--- src/sv/swcrc_pkg.sv ---
// Shared types, constants and CRC-8 helpers for the single-wire request master.
// No dependencies; imported by swcrc_core and single_wire_crc8_request_master.
package swcrc_pkg;

    localparam int REQUEST_BITS = 16;
    localparam int REPLY_BITS   = 32;
    localparam int REPLY_DATA_BITS = 24;

    localparam logic [7:0] CRC_POLY        = 8'h07;
    localparam logic [7:0] REQUEST_MARK    = 8'h80;
    localparam logic [7:0] START_LOW_TICKS = 8'd2;

    localparam logic [7:0] RESET_HIGH_TICKS_DEFAULT = 8'd60;
    localparam logic [2:0] MAX_ATTEMPTS_DEFAULT     = 3'd3;
    localparam logic [6:0] VALUE_LIMIT_DEFAULT      = 7'd127;
    localparam logic [7:0] CRC_SEED_DEFAULT         = 8'hAC;

    typedef enum logic [1:0] {
        CFG_RESET_HIGH_TICKS = 2'd0,
        CFG_MAX_ATTEMPTS     = 2'd1,
        CFG_VALUE_LIMIT      = 2'd2,
        CFG_CRC_SEED         = 2'd3
    } t_cfg_idx;

    typedef enum logic [6:0] {
        PH_IDLE       = 7'b0000001,
        PH_RESET_HIGH = 7'b0000010,
        PH_START_LOW  = 7'b0000100,
        PH_SEND       = 7'b0001000,
        PH_RELEASE    = 7'b0010000,
        PH_TURN       = 7'b0100000,
        PH_SAMPLE     = 7'b1000000
    } t_phase;

    typedef struct packed {
        logic [2:0]  attempts_used;
        logic [31:0] reply_word;
        logic        success;
        logic        done_res;
        logic        busy_res;
        logic        line_output_enable;
        logic        line_drive;
    } t_result;

    function automatic logic [7:0] crc8_step(input logic [7:0] crc, input logic data_bit);
        logic fb;
        fb = crc[7] ^ data_bit;
        return {crc[6:0], 1'b0} ^ (fb ? CRC_POLY : 8'h00);
    endfunction

    function automatic logic [7:0] crc8_byte(input logic [7:0] seed, input logic [7:0] data);
        logic [7:0] crc;
        crc = seed;
        for (int i = 7; i >= 0; i--) begin
            crc = crc8_step(crc, data[i]);
        end
        return crc;
    endfunction

endpackage

--- src/sv/swcrc_core.sv ---
// Session sequencer: configuration registers, phase machine, shift registers
// and running reply CRC. Depends on swcrc_pkg.
module swcrc_core (
    input  logic              i_clk,
    input  logic              i_rst_n,
    input  logic              i_cfg_we,
    input  logic [1:0]        i_cfg_idx,
    input  logic [7:0]        i_cfg_data,
    input  logic              i_accept,
    input  logic              i_mode,
    input  logic [7:0]        i_request_value,
    input  logic              i_line_level,
    output swcrc_pkg::t_result o_result
);
    import swcrc_pkg::*;

    logic [7:0]  r_reset_high_ticks;
    logic [2:0]  r_max_attempts;
    logic [6:0]  r_value_limit;
    logic [7:0]  r_crc_seed;

    t_phase      r_phase, n_phase;
    logic [7:0]  r_tick, n_tick;
    logic [15:0] r_send, n_send;
    logic [31:0] r_reply, n_reply;
    logic [2:0]  r_att, n_att;
    logic [7:0]  r_held, n_held;
    logic [7:0]  r_crc, n_crc;

    logic [7:0]  tick_inc;
    logic [7:0]  lim;
    logic [7:0]  clamped;
    logic        drive, oe, done, ok;

    always_ff @(posedge i_clk) begin
        if (!i_rst_n) begin
            r_reset_high_ticks <= RESET_HIGH_TICKS_DEFAULT;
            r_max_attempts     <= MAX_ATTEMPTS_DEFAULT;
            r_value_limit      <= VALUE_LIMIT_DEFAULT;
            r_crc_seed         <= CRC_SEED_DEFAULT;
        end else if (i_cfg_we) begin
            unique case (t_cfg_idx'(i_cfg_idx))
                CFG_RESET_HIGH_TICKS: r_reset_high_ticks <= i_cfg_data;
                CFG_MAX_ATTEMPTS:     r_max_attempts     <= i_cfg_data[2:0];
                CFG_VALUE_LIMIT:      r_value_limit      <= i_cfg_data[6:0];
                CFG_CRC_SEED:         r_crc_seed         <= i_cfg_data;
                default: ;
            endcase
        end
    end

    always_comb begin
        n_phase = r_phase;
        n_tick  = r_tick;
        n_send  = r_send;
        n_reply = r_reply;
        n_att   = r_att;
        n_held  = r_held;
        n_crc   = r_crc;
        drive   = 1'b1;
        oe      = 1'b1;
        done    = 1'b0;
        ok      = 1'b0;
        tick_inc = r_tick + 8'd1;
        lim      = (r_reset_high_ticks == 8'd0) ? 8'd1 : r_reset_high_ticks;
        clamped  = (i_request_value > {1'b0, r_value_limit}) ? {1'b0, r_value_limit}
                                                             : i_request_value;
        if (i_mode) begin
            n_held  = clamped | REQUEST_MARK;
            n_send  = {n_held, crc8_byte(r_crc_seed, n_held)};
            n_att   = 3'd1;
            n_phase = PH_RESET_HIGH;
            n_tick  = 8'd0;
            n_reply = 32'd0;
        end else begin
            unique case (r_phase)
                PH_IDLE: ;
                PH_RESET_HIGH: begin
                    n_tick = tick_inc;
                    if (tick_inc >= lim) begin
                        n_phase = PH_START_LOW;
                        n_tick  = 8'd0;
                    end
                end
                PH_START_LOW: begin
                    drive  = 1'b0;
                    n_tick = tick_inc;
                    if (tick_inc >= START_LOW_TICKS) begin
                        n_phase = PH_SEND;
                        n_tick  = 8'd0;
                    end
                end
                PH_SEND: begin
                    drive  = r_send[REQUEST_BITS-1];
                    n_send = {r_send[REQUEST_BITS-2:0], r_send[REQUEST_BITS-1]};
                    n_tick = tick_inc;
                    if (tick_inc >= 8'(REQUEST_BITS)) begin
                        n_phase = PH_RELEASE;
                        n_tick  = 8'd0;
                    end
                end
                PH_RELEASE: begin
                    drive   = r_send[0];
                    n_phase = PH_TURN;
                end
                PH_TURN: begin
                    drive   = 1'b0;
                    oe      = 1'b0;
                    n_phase = PH_SAMPLE;
                    n_tick  = 8'd0;
                    n_crc   = r_crc_seed;
                end
                PH_SAMPLE: begin
                    drive   = 1'b0;
                    oe      = 1'b0;
                    n_reply = {r_reply[REPLY_BITS-2:0], i_line_level};
                    n_tick  = tick_inc;
                    // top 24 reply bits fold into the CRC as they arrive
                    if (tick_inc <= 8'(REPLY_DATA_BITS)) begin
                        n_crc = crc8_step(r_crc, i_line_level);
                    end
                    if (tick_inc >= 8'(REPLY_BITS)) begin
                        if (r_crc == n_reply[7:0]) begin
                            done    = 1'b1;
                            ok      = 1'b1;
                            n_phase = PH_IDLE;
                        end else if (r_att < r_max_attempts) begin
                            n_att   = r_att + 3'd1;
                            n_phase = PH_RESET_HIGH;
                            n_tick  = 8'd0;
                        end else begin
                            done    = 1'b1;
                            n_phase = PH_IDLE;
                        end
                    end
                end
                default: n_phase = PH_IDLE;
            endcase
        end
    end

    assign o_result = '{attempts_used:      n_att,
                        reply_word:         n_reply,
                        success:            ok,
                        done_res:           done,
                        busy_res:           (n_phase != PH_IDLE),
                        line_output_enable: oe,
                        line_drive:         drive};

    always_ff @(posedge i_clk) begin
        if (!i_rst_n) begin
            r_phase <= PH_IDLE;
            r_tick  <= 8'd0;
            r_send  <= 16'd0;
            r_reply <= 32'd0;
            r_att   <= 3'd0;
            r_held  <= 8'd0;
            r_crc   <= 8'd0;
        end else if (i_accept) begin
            r_phase <= n_phase;
            r_tick  <= n_tick;
            r_send  <= n_send;
            // a new session starts with a cleared reply
            r_reply <= (n_phase == PH_RESET_HIGH && n_tick == 8'd0) ? 32'd0 : n_reply;
            r_att   <= n_att;
            r_held  <= n_held;
            r_crc   <= n_crc;
        end
    end

endmodule

--- src/sv/single_wire_crc8_request_master.sv ---
// Top level of the single-wire CRC-8 request master: stream ports, config port
// and result register. Depends on swcrc_pkg and swcrc_core.
//
// Usage: each request on the slave stream is either a timer tick (tuser = 0)
// or a start (tuser = 1, tdata[7:0] = value to send). A start clamps the value
// to value_limit, sets bit 7 and appends its CRC-8; the following ticks walk
// the session: line high for reset_high_ticks, low for two ticks, 16 request
// bits MSB first, one release tick, one turnaround tick, then 32 reply bits
// sampled from line_level. A failed reply CRC starts a new attempt, up to max_attempts in all.
// Every request yields exactly one result request on the master stream
// carrying line drive/enable, busy, done, success, reply word and attempts.
// o_m_axis_tvalid rises in the cycle after input acceptance. While the receiver
// keeps up, one request is taken per clock; the result register is refilled in the same
// cycle it is drained. When the receiver stalls, o_s_axis_tready drops until the
// held result is taken. Reset (synchronous, active low) loads the register
// defaults, returns the session to idle and empties the result register.
// Config writes on i_cfg_we take effect at the next edge.
module single_wire_crc8_request_master (
    input  logic        i_clk,
    input  logic        i_rst_n,
    input  logic        i_cfg_we,
    input  logic [1:0]  i_cfg_idx,
    input  logic [7:0]  i_cfg_data,
    input  logic        i_s_axis_tvalid,
    output logic        o_s_axis_tready,
    input  logic [15:0] i_s_axis_tdata,  // [7:0] request_value, [8] line_level, rest zero
    input  logic [0:0]  i_s_axis_tuser,  // [0] mode
    output logic        o_m_axis_tvalid,
    input  logic        i_m_axis_tready,
    output logic [39:0] o_m_axis_tdata   // [0] line_drive, [1] line_output_enable,
                                         // [2] busy_res, [3] done_res, [4] success,
                                         // [36:5] reply_word, [39:37] attempts_used
);
    import swcrc_pkg::*;

    logic    accept;
    t_result core_result;
    t_result r_out;
    logic    r_out_valid;

    assign o_s_axis_tready = !r_out_valid || i_m_axis_tready;
    assign accept          = i_s_axis_tvalid && o_s_axis_tready;

    swcrc_core u_core (
        .i_clk           (i_clk),
        .i_rst_n         (i_rst_n),
        .i_cfg_we        (i_cfg_we),
        .i_cfg_idx       (i_cfg_idx),
        .i_cfg_data      (i_cfg_data),
        .i_accept        (accept),
        .i_mode          (i_s_axis_tuser[0]),
        .i_request_value (i_s_axis_tdata[7:0]),
        .i_line_level    (i_s_axis_tdata[8]),
        .o_result        (core_result)
    );

    always_ff @(posedge i_clk) begin
        if (!i_rst_n) begin
            r_out_valid <= 1'b0;
        end else if (accept) begin
            r_out_valid <= 1'b1;
        end else if (i_m_axis_tready) begin
            r_out_valid <= 1'b0;
        end
    end

    always_ff @(posedge i_clk) begin
        if (accept) begin
            r_out <= core_result;
        end
    end

    assign o_m_axis_tvalid = r_out_valid;
    assign o_m_axis_tdata  = r_out;

endmodule
--- config.mk ---
export PLATFORM = sky130hd
export DESIGN_NAME = single_wire_crc8_request_master
export DESIGN_NICKNAME = d
export VERILOG_FILES = /design/src/sv/swcrc_pkg.sv /design/src/sv/swcrc_core.sv /design/src/sv/single_wire_crc8_request_master.sv
export SDC_FILE = /design/constraint.sdc
export NUM_CORES = 1
export LEC_CHECK = 0
export BUFFER_PORTS_ARGS = -buffer_cell sky130_fd_sc_hd__buf_2
export CORE_MARGIN = 5
export CORE_UTILIZATION = 60
export CTS_CLUSTER_DIAMETER = 80
export DETAILED_ROUTE_END_ITERATION = 8
export PLACE_DENSITY_LB_ADDON = 0.08
export SYNTH_ARGS = -nofsm -noshare
export SYNTH_HDL_FRONTEND = slang
export SYNTH_HIERARCHICAL = 1
export SYNTH_SLANG_ARGS = --single-unit
--- constraint.sdc ---
create_clock -name i_clk -period 10.9 [get_ports i_clk]
set_input_delay 1.09 -clock i_clk [delete_from_list [all_inputs] [get_ports i_clk]]
set_output_delay 1.09 -clock i_clk [all_outputs]
set_load 0.05 [all_outputs]
; Word level (Yosys, flattened, before mapping)
; Cells that the tools add are included.
; Widths: inputs -> output; s select.
[totals]
ram_bits = 0
register_bits = 141
inputBits = 32
mem_bits_ro = 0
wordCells = 126
latch_bits = 0
n_memories = 0
[op_classes]
n_addsub = 2
n_reduce_logical = 19
muxes = 46
order_cmp = 7
eq_ne = 14
n_shift = 0
mul = 0
div_mod_pow = 0
n_bitwise = 20
[ops]
columns = cell, count
row1 = $mux 32, 3
row2 = $mux 8, 9
row3 = $xor 8x8->8, 9
row4 = $mux 7, 7
row5 = $pmux 7 s7, 1
row6 = $mux 3, 14
row7 = $pmux 8 s5, 1
row8 = $mux 16, 2
row9 = $logic_not 8->1, 2
row10 = $pmux 8 s2, 1
row11 = $eq 7x2->1 const B, 2
row12 = $reduce_and 2->1, 5
row13 = $add 8x1->8 const B, 1
row14 = $eq 8x8->1, 1
row15 = $ge 8x2->1 const B, 1
row16 = $ge 8x5->1 const B, 1
row17 = $ge 8x6->1 const B, 1
row18 = $ge 8x8->1, 1
row19 = $gt 8x7->1, 1
row20 = $le 8x5->1 const B, 1
row21 = $xor 1x1->1, 8
row22 = $eq 7x1->1 const B, 1
row23 = $eq 7x3->1 const B, 1
row24 = $eq 7x4->1 const B, 1
row25 = other kinds (21), 33

; Logic depth before layout (Yosys ltp)
; Gate-level depths: netlist of the first run.
[depth]
ltp_word = 24
ltp_mapped = 16
depth_no_buf = 14

; By module
; The synthesis of the first run kept the hierarchy.
[by_module_without_submodules]
columns = module, instances, cells_each, area_each_um2, seq_area_each_um2
row1 = swcrc_core, 1, 826, 6329.8, 2001.9
row2 = single_wire_crc8_request_master, 1, 45, 1258.7, 1221.2

; Worst setup path before layout of the first run
; OpenSTA, ideal clock, no wires.
[synth_path]
path_type = flip-flop to flip-flop
start = register u_core.r_tick[0]
end = register u_core.r_reply[10]
stages_incl_launch_ff = 16
t_arrival_ps = 3304
synth_period_minus_slack_ps = 3418
required_time_ps = 10786
slack_ps = 7482
cell_sequence = dfxtp_1 > ha_1 > and3_1 > clkbuf_1 > nand3_1 > xnor2_1 > ha_1 > nand2_1 > nor2_1 > a221oi_1 > nand3_4 > and3_1 > nor4_1 > and3b_4 > buf_12 > o21ai_2
[synth_via]
elab_chain_cells = 9
elab_cells_between_ends = 23
cone_classes = add/sub (1) / order compare (4) / eq/ne (1) / mux (15) / reduce/logical (2)
[synth_lines]
columns = item, line
row1 = start: declaration, swcrc_core.sv:23  ; logic [7:0] r_tick, n_tick;
row2 = start signal: assignment, swcrc_core.sv:161  ; r_tick <= n_tick;
row3 = branches (longest 7 deep; another with $add 8x1->8), n/a
row4 = $logic_and 1x1->1 *, swcrc_core.sv:164  ; r_reply <= (n_phase == PH_RESET_HIGH && n_tick == 8'd0) ? 32'd0 : n_reply;
row5 = $mux 32 *, swcrc_core.sv:164
row6 = end signal: assignment, swcrc_core.sv:164
row7 = end: declaration, swcrc_core.sv:25  ; logic [31:0] r_reply, n_reply;
; Mark *: on every way between the ends.
; A chain may end at the register's enable or synchronous reset.

; Worst setup path in the final report of the first run
[layout_path]
start = register u_core.r_tick[0]
end = register u_core.r_reply[1]
; Same word-level chain as after synthesis.

==> metrics, run 1 <==
Period Utilization, post-route=39.7%; leak pwr=3.43 nW; clock buffer depth=2; total of max-cap violations=0; vias in the first global route=5783; Synth Area in Compound Gates=18.7%; Placement Rows=41; clock skew=0.00639 ns; hold crit path type=reg -> reg; die area=15000 µm²; Syn Std Cell Area=7590 µm²; share of cells above drive strength 1=17.2%; Critical Path Max Stage Delay=0.68 ns; Final Util=67.4%; power per cell area=150 nW/µm²; Vias/cell=5.74; die extent in y=122 µm; WS Path Type=reg -> reg; CP Data Required Time=11.17 ns; Initial Util=60.6%; Fill cells=1053; clk sinks=141; post-synthesis mux area share=2.13%; total wire length=16.9 mm; I/O pin count=74; Tmin final=4.33 ns; sequential-to-total area share from yosys stat=42.5%; setup violators final=0; core area=12500 µm²; initial DRC count=570; Post-DRT Antenna Nets=0; CP max stage cell=and3b_4; Synth Area in Adders=3.30%; H-Tree Level Count=4; crit end category=flip-flop; Post-synth top cells=nand2_1 (211), dfxtp_1 (101), a21oi_1 (64), clkbuf_1 (42), edfxtp_1 (40); Die Wd=122 µm; via count=6231; CTS clock-pin slew for the worst setup and hold paths=0.06 ns; clock root buffer master=clkbuf_16; placed insts=1055; global-route wire length before repair=27.7 mm; Final Hold Fails=0; Slew @ Worst Pin=1.21 ns; register bit count reported by yosys=141; count leader, synth=nand2_1; synth warn=6; Post-synth EDFFs=40; Worst-Skew Late Latency=0.41 ns; GRT Util Overall=23.1%; initial antenna violation count=0; run status=complete, no violations; VDD IR max=0.136 mV; post-synthesis simple-gate area fraction=23.2%; fin. max-slew vios=0; synth top area cells=dfxtp_1 (27%), edfxtp_1 (16%), nand2_1 (10%); Post-route DRC=0; CTS tree=done; ANT cells=0; Post-Synthesis Net Count=923; # hold bufs at CTS=0; CP Launch Type=flip-flop; Post-Synth XOR/XNOR Area=4.65%; top-area cell type share of the netlist area=26.6%; Worst EP arrival=4.60 ns; largest net degree at the start of global routing=74; Max FO, Critical Path=32; setup total negative slack=0 ns; final net count=954; Unique masters post-synth=80; routability cong.=0.867; total CTS buffers=17; main combinational cell family by area after synthesis=simple AND/OR/NAND/NOR gates; cts repair resizes=0; Post-CTS Repair Setup Buffers=0; Avg Synthesized Cell Area=8.71 µm²; worst path cell trace=ha_1, and3_1, nand3_1, xnor2_1, ha_1, nand2_1, nor2_1, a221oi_1, nand3_4, and3_1, nor4_1, and3b_4, o21ai_1; Gate Count Post-Synth=871; Synth Flop Type=dfxtp_1; Synth area leader=dfxtp_1; Post-Layout Cell Count=1086; synth-to-layout area growth=11.1%; RSZ-0062 raised after global routing=no; Port Buffer Count=66; total gr overflow=0; routed length per instance=15.6 µm; worst rel slew slack=19.4%; Async S/R FF share, synth=0%; drt first pass iters=5; hpwl dp=11.3 mm; Max Freq=231 MHz
==> stage by stage <==
| stage | setup WS (ns) | power [mW] | instance area (µm²) | hold slack [ns] |
|---|---|---|---|---|
| after detailed placement | 6.72 | 0.724 | 7880 | 0.461 |
| after global routing | 6.30 | 1.31 | 8430 | 0.489 |
| after CTS | 6.68 | 1.27 | 8430 | 0.470 |
| after floorplan | 7.48 | 0.691 | 7590 | 0.429 |
| final | 6.57 | 1.26 | 8430 | 0.469 |
| after global placement | 6.80 | 0.720 | 7880 | 0.436 |
==> cells by family (layout without fill, tap and decap cells) <==
kind of cell               after synthesis  count (layout)
AOI/OAI and AO/OA                      202             202
xor gates and xnor gates                32              32
adders and majority gates               20              20
buffers and inverters                   89             132
DFF                                    141             141
muxes                                   16              16
and+or+nand+nor                        371             371
==> layout by cell type (no fill, tap or decap), types with 4 or more instances in the layout <==
cell       synthesis  final
a211oi_1           6      6
a21boi_0           8      8
a21oi_1           64     64
a221oi_1           5      5
and2_1             6      6
and3_1             5      5
and3b_1            4      4
buf_2              7     66
buf_4              5      7
clkbuf_16          0     17
dfxtp_1          101    101
edfxtp_1          40     40
ha_1              20     20
inv_1             26     26
mux2i_1           15     15
nand2_1          211    211
nand2b_1           5      5
nand3_1           28     28
nand4_1            4      4
nor2_1            33     33
nor2b_1           27     26
nor3_1            13     13
nor4_1             5      5
o211a_1            9      9
o211ai_1          15     15
o21ai_0           24     23
o21ai_1            4      5
o21ai_2           30     30
o22ai_1            5      5
or3_1              4      4
xnor2_1           12     12
xor2_1            14     14
==> path summary, 6_finish.rpt <==
path	to	slack, ns	cells past startpoint	start
setup / recovery	u_core/r_reply[1]	6.57	13	u_core/r_tick[0]
hold / removal	u_core/r_reply[14]	0.47	2	u_core/r_reply[14]
setup reg to reg	u_core/r_reply[1]	6.57	13	u_core/r_tick[0]
hold reg to reg	u_core/r_reply[14]	0.47	2	u_core/r_reply[14]
==> power by group <==
group	leakage, nW	switching, mW	internal [mW]	total [mW]
sequential	1.22	0.00917	0.554	0.564
clock	0.266	0.213	0.334	0.547
combinational	1.95	0.0982	0.0520	0.150
total	3.43	0.320	0.941	1.26
==> metal layers <==
layer | track usage [%] | share of wire [%] | up-vias
met5 | 0 | 0 | -
met4 | 7.00 | 0.89 | 0
met3 | 5.02 | 5.0 | 10
met2 | 38.4 | 48 | 175
met1 | 30.3 | 46 | 2950
li1 | - | - | 3096
==> worst max-delay path, delay by kind of cell (launching register included) <==
kind	cells	cell delay (ns)
AO/OA/AOI/OAI	2	0.68
flip-flops	1	0.53
XOR/XNOR	1	0.19
adder cells (fa/ha/maj)	2	0.61
AND/OR/NAND/NOR	8	2.15
==> state kept, by name (all words and copies together), names as in the netlist <==
register and count:
u_core/r_value_limit 7, u_core/r_phase 7, u_core/r_crc_seed 8, u_core/r_att 3
u_core/r_max_attempts 3, u_core/r_crc 8, o_m_axis_tvalid 1, u_core/r_tick 8
u_core/r_reply 32, o_m_axis_tdata 40, u_core/r_send 16, u_core/r_reset_high_ticks 8
==> layout make-up <==
cell class	count	area [µm²]	share of cell area, %
Tap cell	172	215	2.55
Clock inverter	11	119	1.41
Inverter	28	105	1.25
Sequential cell	141	3220	38.2
Timing Repair Buffer	73	383	4.54
Multi-Input combinational cell	641	3950	46.9
Clock buffer	20	437	5.18
(Power assumes the default switching activity.)
==> run 2, diff against run 1 <==
==> constraint.sdc (replaced) <==
create_clock -name i_clk -period 4.5 [get_ports i_clk]
set_input_delay 0.45 -clock i_clk [delete_from_list [all_inputs] [get_ports i_clk]]
set_output_delay 0.45 -clock i_clk [all_outputs]
set_load 0.05 [all_outputs]
==> run 2 against run 1 <==
  * Combinational power is 140% higher
  * Clock power grew to 2.8 times the previous value
  * Worst setup slack got worse by 6.1 ns
  * Die area stayed put
  * Fmax increased by 7.1%
  * Final cell count grew 0.55%
==> metrics, run 2 (synthesis gave the netlist of run 1 again) <==
Switching Fraction=24.6% (-0.84 points); part of the power in the clock network=46.7% (+3.3 points); Initial Util=60.6% (unchanged); Placement Rows=41 (unchanged); Vias/cell=5.79 (+0.90%); routability cong.=0.921 (+6.3%); total wire length=17.0 mm (+0.59%); hold crit path type=in -> reg; Max FO, Critical Path=14 (-56%); CP Launch Type=flip-flop; Worst EP arrival=4.34 ns (-0.26 ns); setup violators final=0 (unchanged); setup total negative slack=0 ns (unchanged); H-Tree Level Count=4 (unchanged); placed insts=1060 (+0.47%); clock root buffer master=clkbuf_16; vias in the first global route=5955 (+3.0%); Max Freq=247 MHz (+7.1%); Period Utilization, post-route=89.8% (+50 points); initial antenna violation count=0 (unchanged); CTS clock-pin slew for the worst setup and hold paths=0.06 ns (about the same); max reg flops=40 (unchanged); VDD IR max=0.292 mV (+110%); cts repair resizes=0 (unchanged); total of max-cap violations=0 (unchanged); run status=complete, no violations; die extent in y=122 µm (unchanged); Post-CTS Repair Setup Buffers=0 (unchanged); die area=15000 µm² (unchanged); worst rel slew slack=21.3% (+2.0 points); Post-DRT Antenna Nets=0 (unchanged); part of the power in registers=42.0% (-2.7 points); core area=12500 µm² (unchanged); initial DRC count=596 (+4.6%); synth-to-layout area growth=12.8%; clock skew=0.00811 ns (+0.00172 ns); Die Wd=122 µm (unchanged); fin. max-slew vios=0 (unchanged); crit end category=flip-flop; Cell Area, Placed=7910 µm² (+0.46%); Comb power frac=11.2% (-0.7 points); Tmin final=4.04 ns (-0.286 ns); P_int=2.45 mW (+160%); GRT Util Overall=23.5% (+0.43 points); CTS tree=done; post-route cell area=8560 µm² (+1.5%); drt first pass iters=5 (unchanged); most common cell after layout, fill and taps aside=nand2_1; global-route wire length before repair=28.4 mm (+2.5%); Final Hold Fails=0 (unchanged); leak pwr=3.50 nW (+2.2%); power per cell area=379 nW/µm² (+150%); largest net degree at the start of global routing=74 (unchanged); P_sw=797 µW (+150%); Port Buffer Count=66 (unchanged); clk sinks=141 (unchanged); hpwl dp=11.5 mm (+2.0%); final net count=959 (+0.52%); Post-Layout Cell Count=1092 (+0.55%); via count=6322 (+1.5%); routed length per instance=15.6 µm (about the same); total CTS buffers=17 (unchanged); CP Data Required Time=4.80 ns (-6.37 ns); # hold bufs at CTS=0 (unchanged); Slew @ Worst Pin=1.18 ns (-0.0297 ns); Final Hold Slack=0.274 ns (-0.195 ns); ANT cells=0 (unchanged); WS Path Type=reg -> reg; most frequent cells in the layout=nand2_1 (211), dfxtp_1 (101), buf_2 (66); clock buffer depth=2 (unchanged); Worst-Skew Late Latency=0.41 ns (about the same); share of cells above drive strength 1=18.2% (+0.97 points); Post-route DRC=0 (unchanged); total gr overflow=0 (unchanged); I/O pin count=74 (unchanged); RSZ-0062 raised after global routing=no
==> run 2: cell count changes in the layout (fill, tap and decap cells not counted), moves of 2 or more <==
cell       previous run  this run
bufinv_16             2         4
clkinv_1              2         0
buf_4                 7        12
clkbuf_1              3         0
==> run 2: final cells by class <==
class	count	area [µm²]
clock buffer	19	464
clock inverter	13	185
tap	172	215
timing repair buffer	78	420
inverter	28	105
multi-input combinational	641	3950
sequential	141	3220
fill	1042	3950
==> run 2: worst max-delay path, cell delays in order (launching register included) <==
cell and delay, ns:
dfxtp_1 0.52, ha_1 0.32, and3_1 0.33, nand3_1 0.18, xnor2_1 0.17, ha_1 0.30
nand2_1 0.07, nor2_1 0.05, a221oi_1 0.51, nand3_4 0.21, and3_1 0.25, nor4_1 0.26
and3b_4 0.42, buf_4 0.25, o21ai_2 0.08
==> run 2: worst paths after layout <==
check / start / endpoint / slack, ns / cells past startpoint
worst max-delay path: u_core/r_tick[0] / u_core/r_reply[4] / 0.46 / 14
worst min-delay path: i_cfg_data[7] / u_core/r_crc_seed[7] / 0.27 / 3
worst max register to register: u_core/r_tick[0] / u_core/r_reply[4] / 0.46 / 14
worst min register to register: u_core/r_reply[31] / u_core/r_reply[31] / 0.46 / 2
==> run 2: power groups by stage <==
stage	clock network (mW)	logic, mW	registers [mW]
after floorplan	0	0.233	1.44
after global placement	0	0.357	1.39
after detailed placement	0	0.364	1.39
after CTS	1.54	0.366	1.36
after global routing	1.59	0.398	1.37
final	1.52	0.364	1.36
==> run 2: through the flow <==
step           setup slack, ns  utilization (%)  power (mW)
6_report                 0.459             68.4        3.25
3_5_place_dp             0.519             63.2        1.76
2_1_floorplan             1.08                -        1.67
4_1_cts                  0.511             68.4        3.27
3_3_place_gp             0.622             63.2        1.75
5_1_grt                  0.154             68.4        3.36
==> run 2: routing by layer <==
metal  part of all wire [%]  GRT usage, %  routed length, µm  up-vias
li1                       -             -                  -     3113
met3                    5.8          4.47                987       22
met2                     49          38.9               8270      225
met1                     44          30.5               7510     2962
met5                      0             0                  0        -
met4                    1.5          9.38                253        0
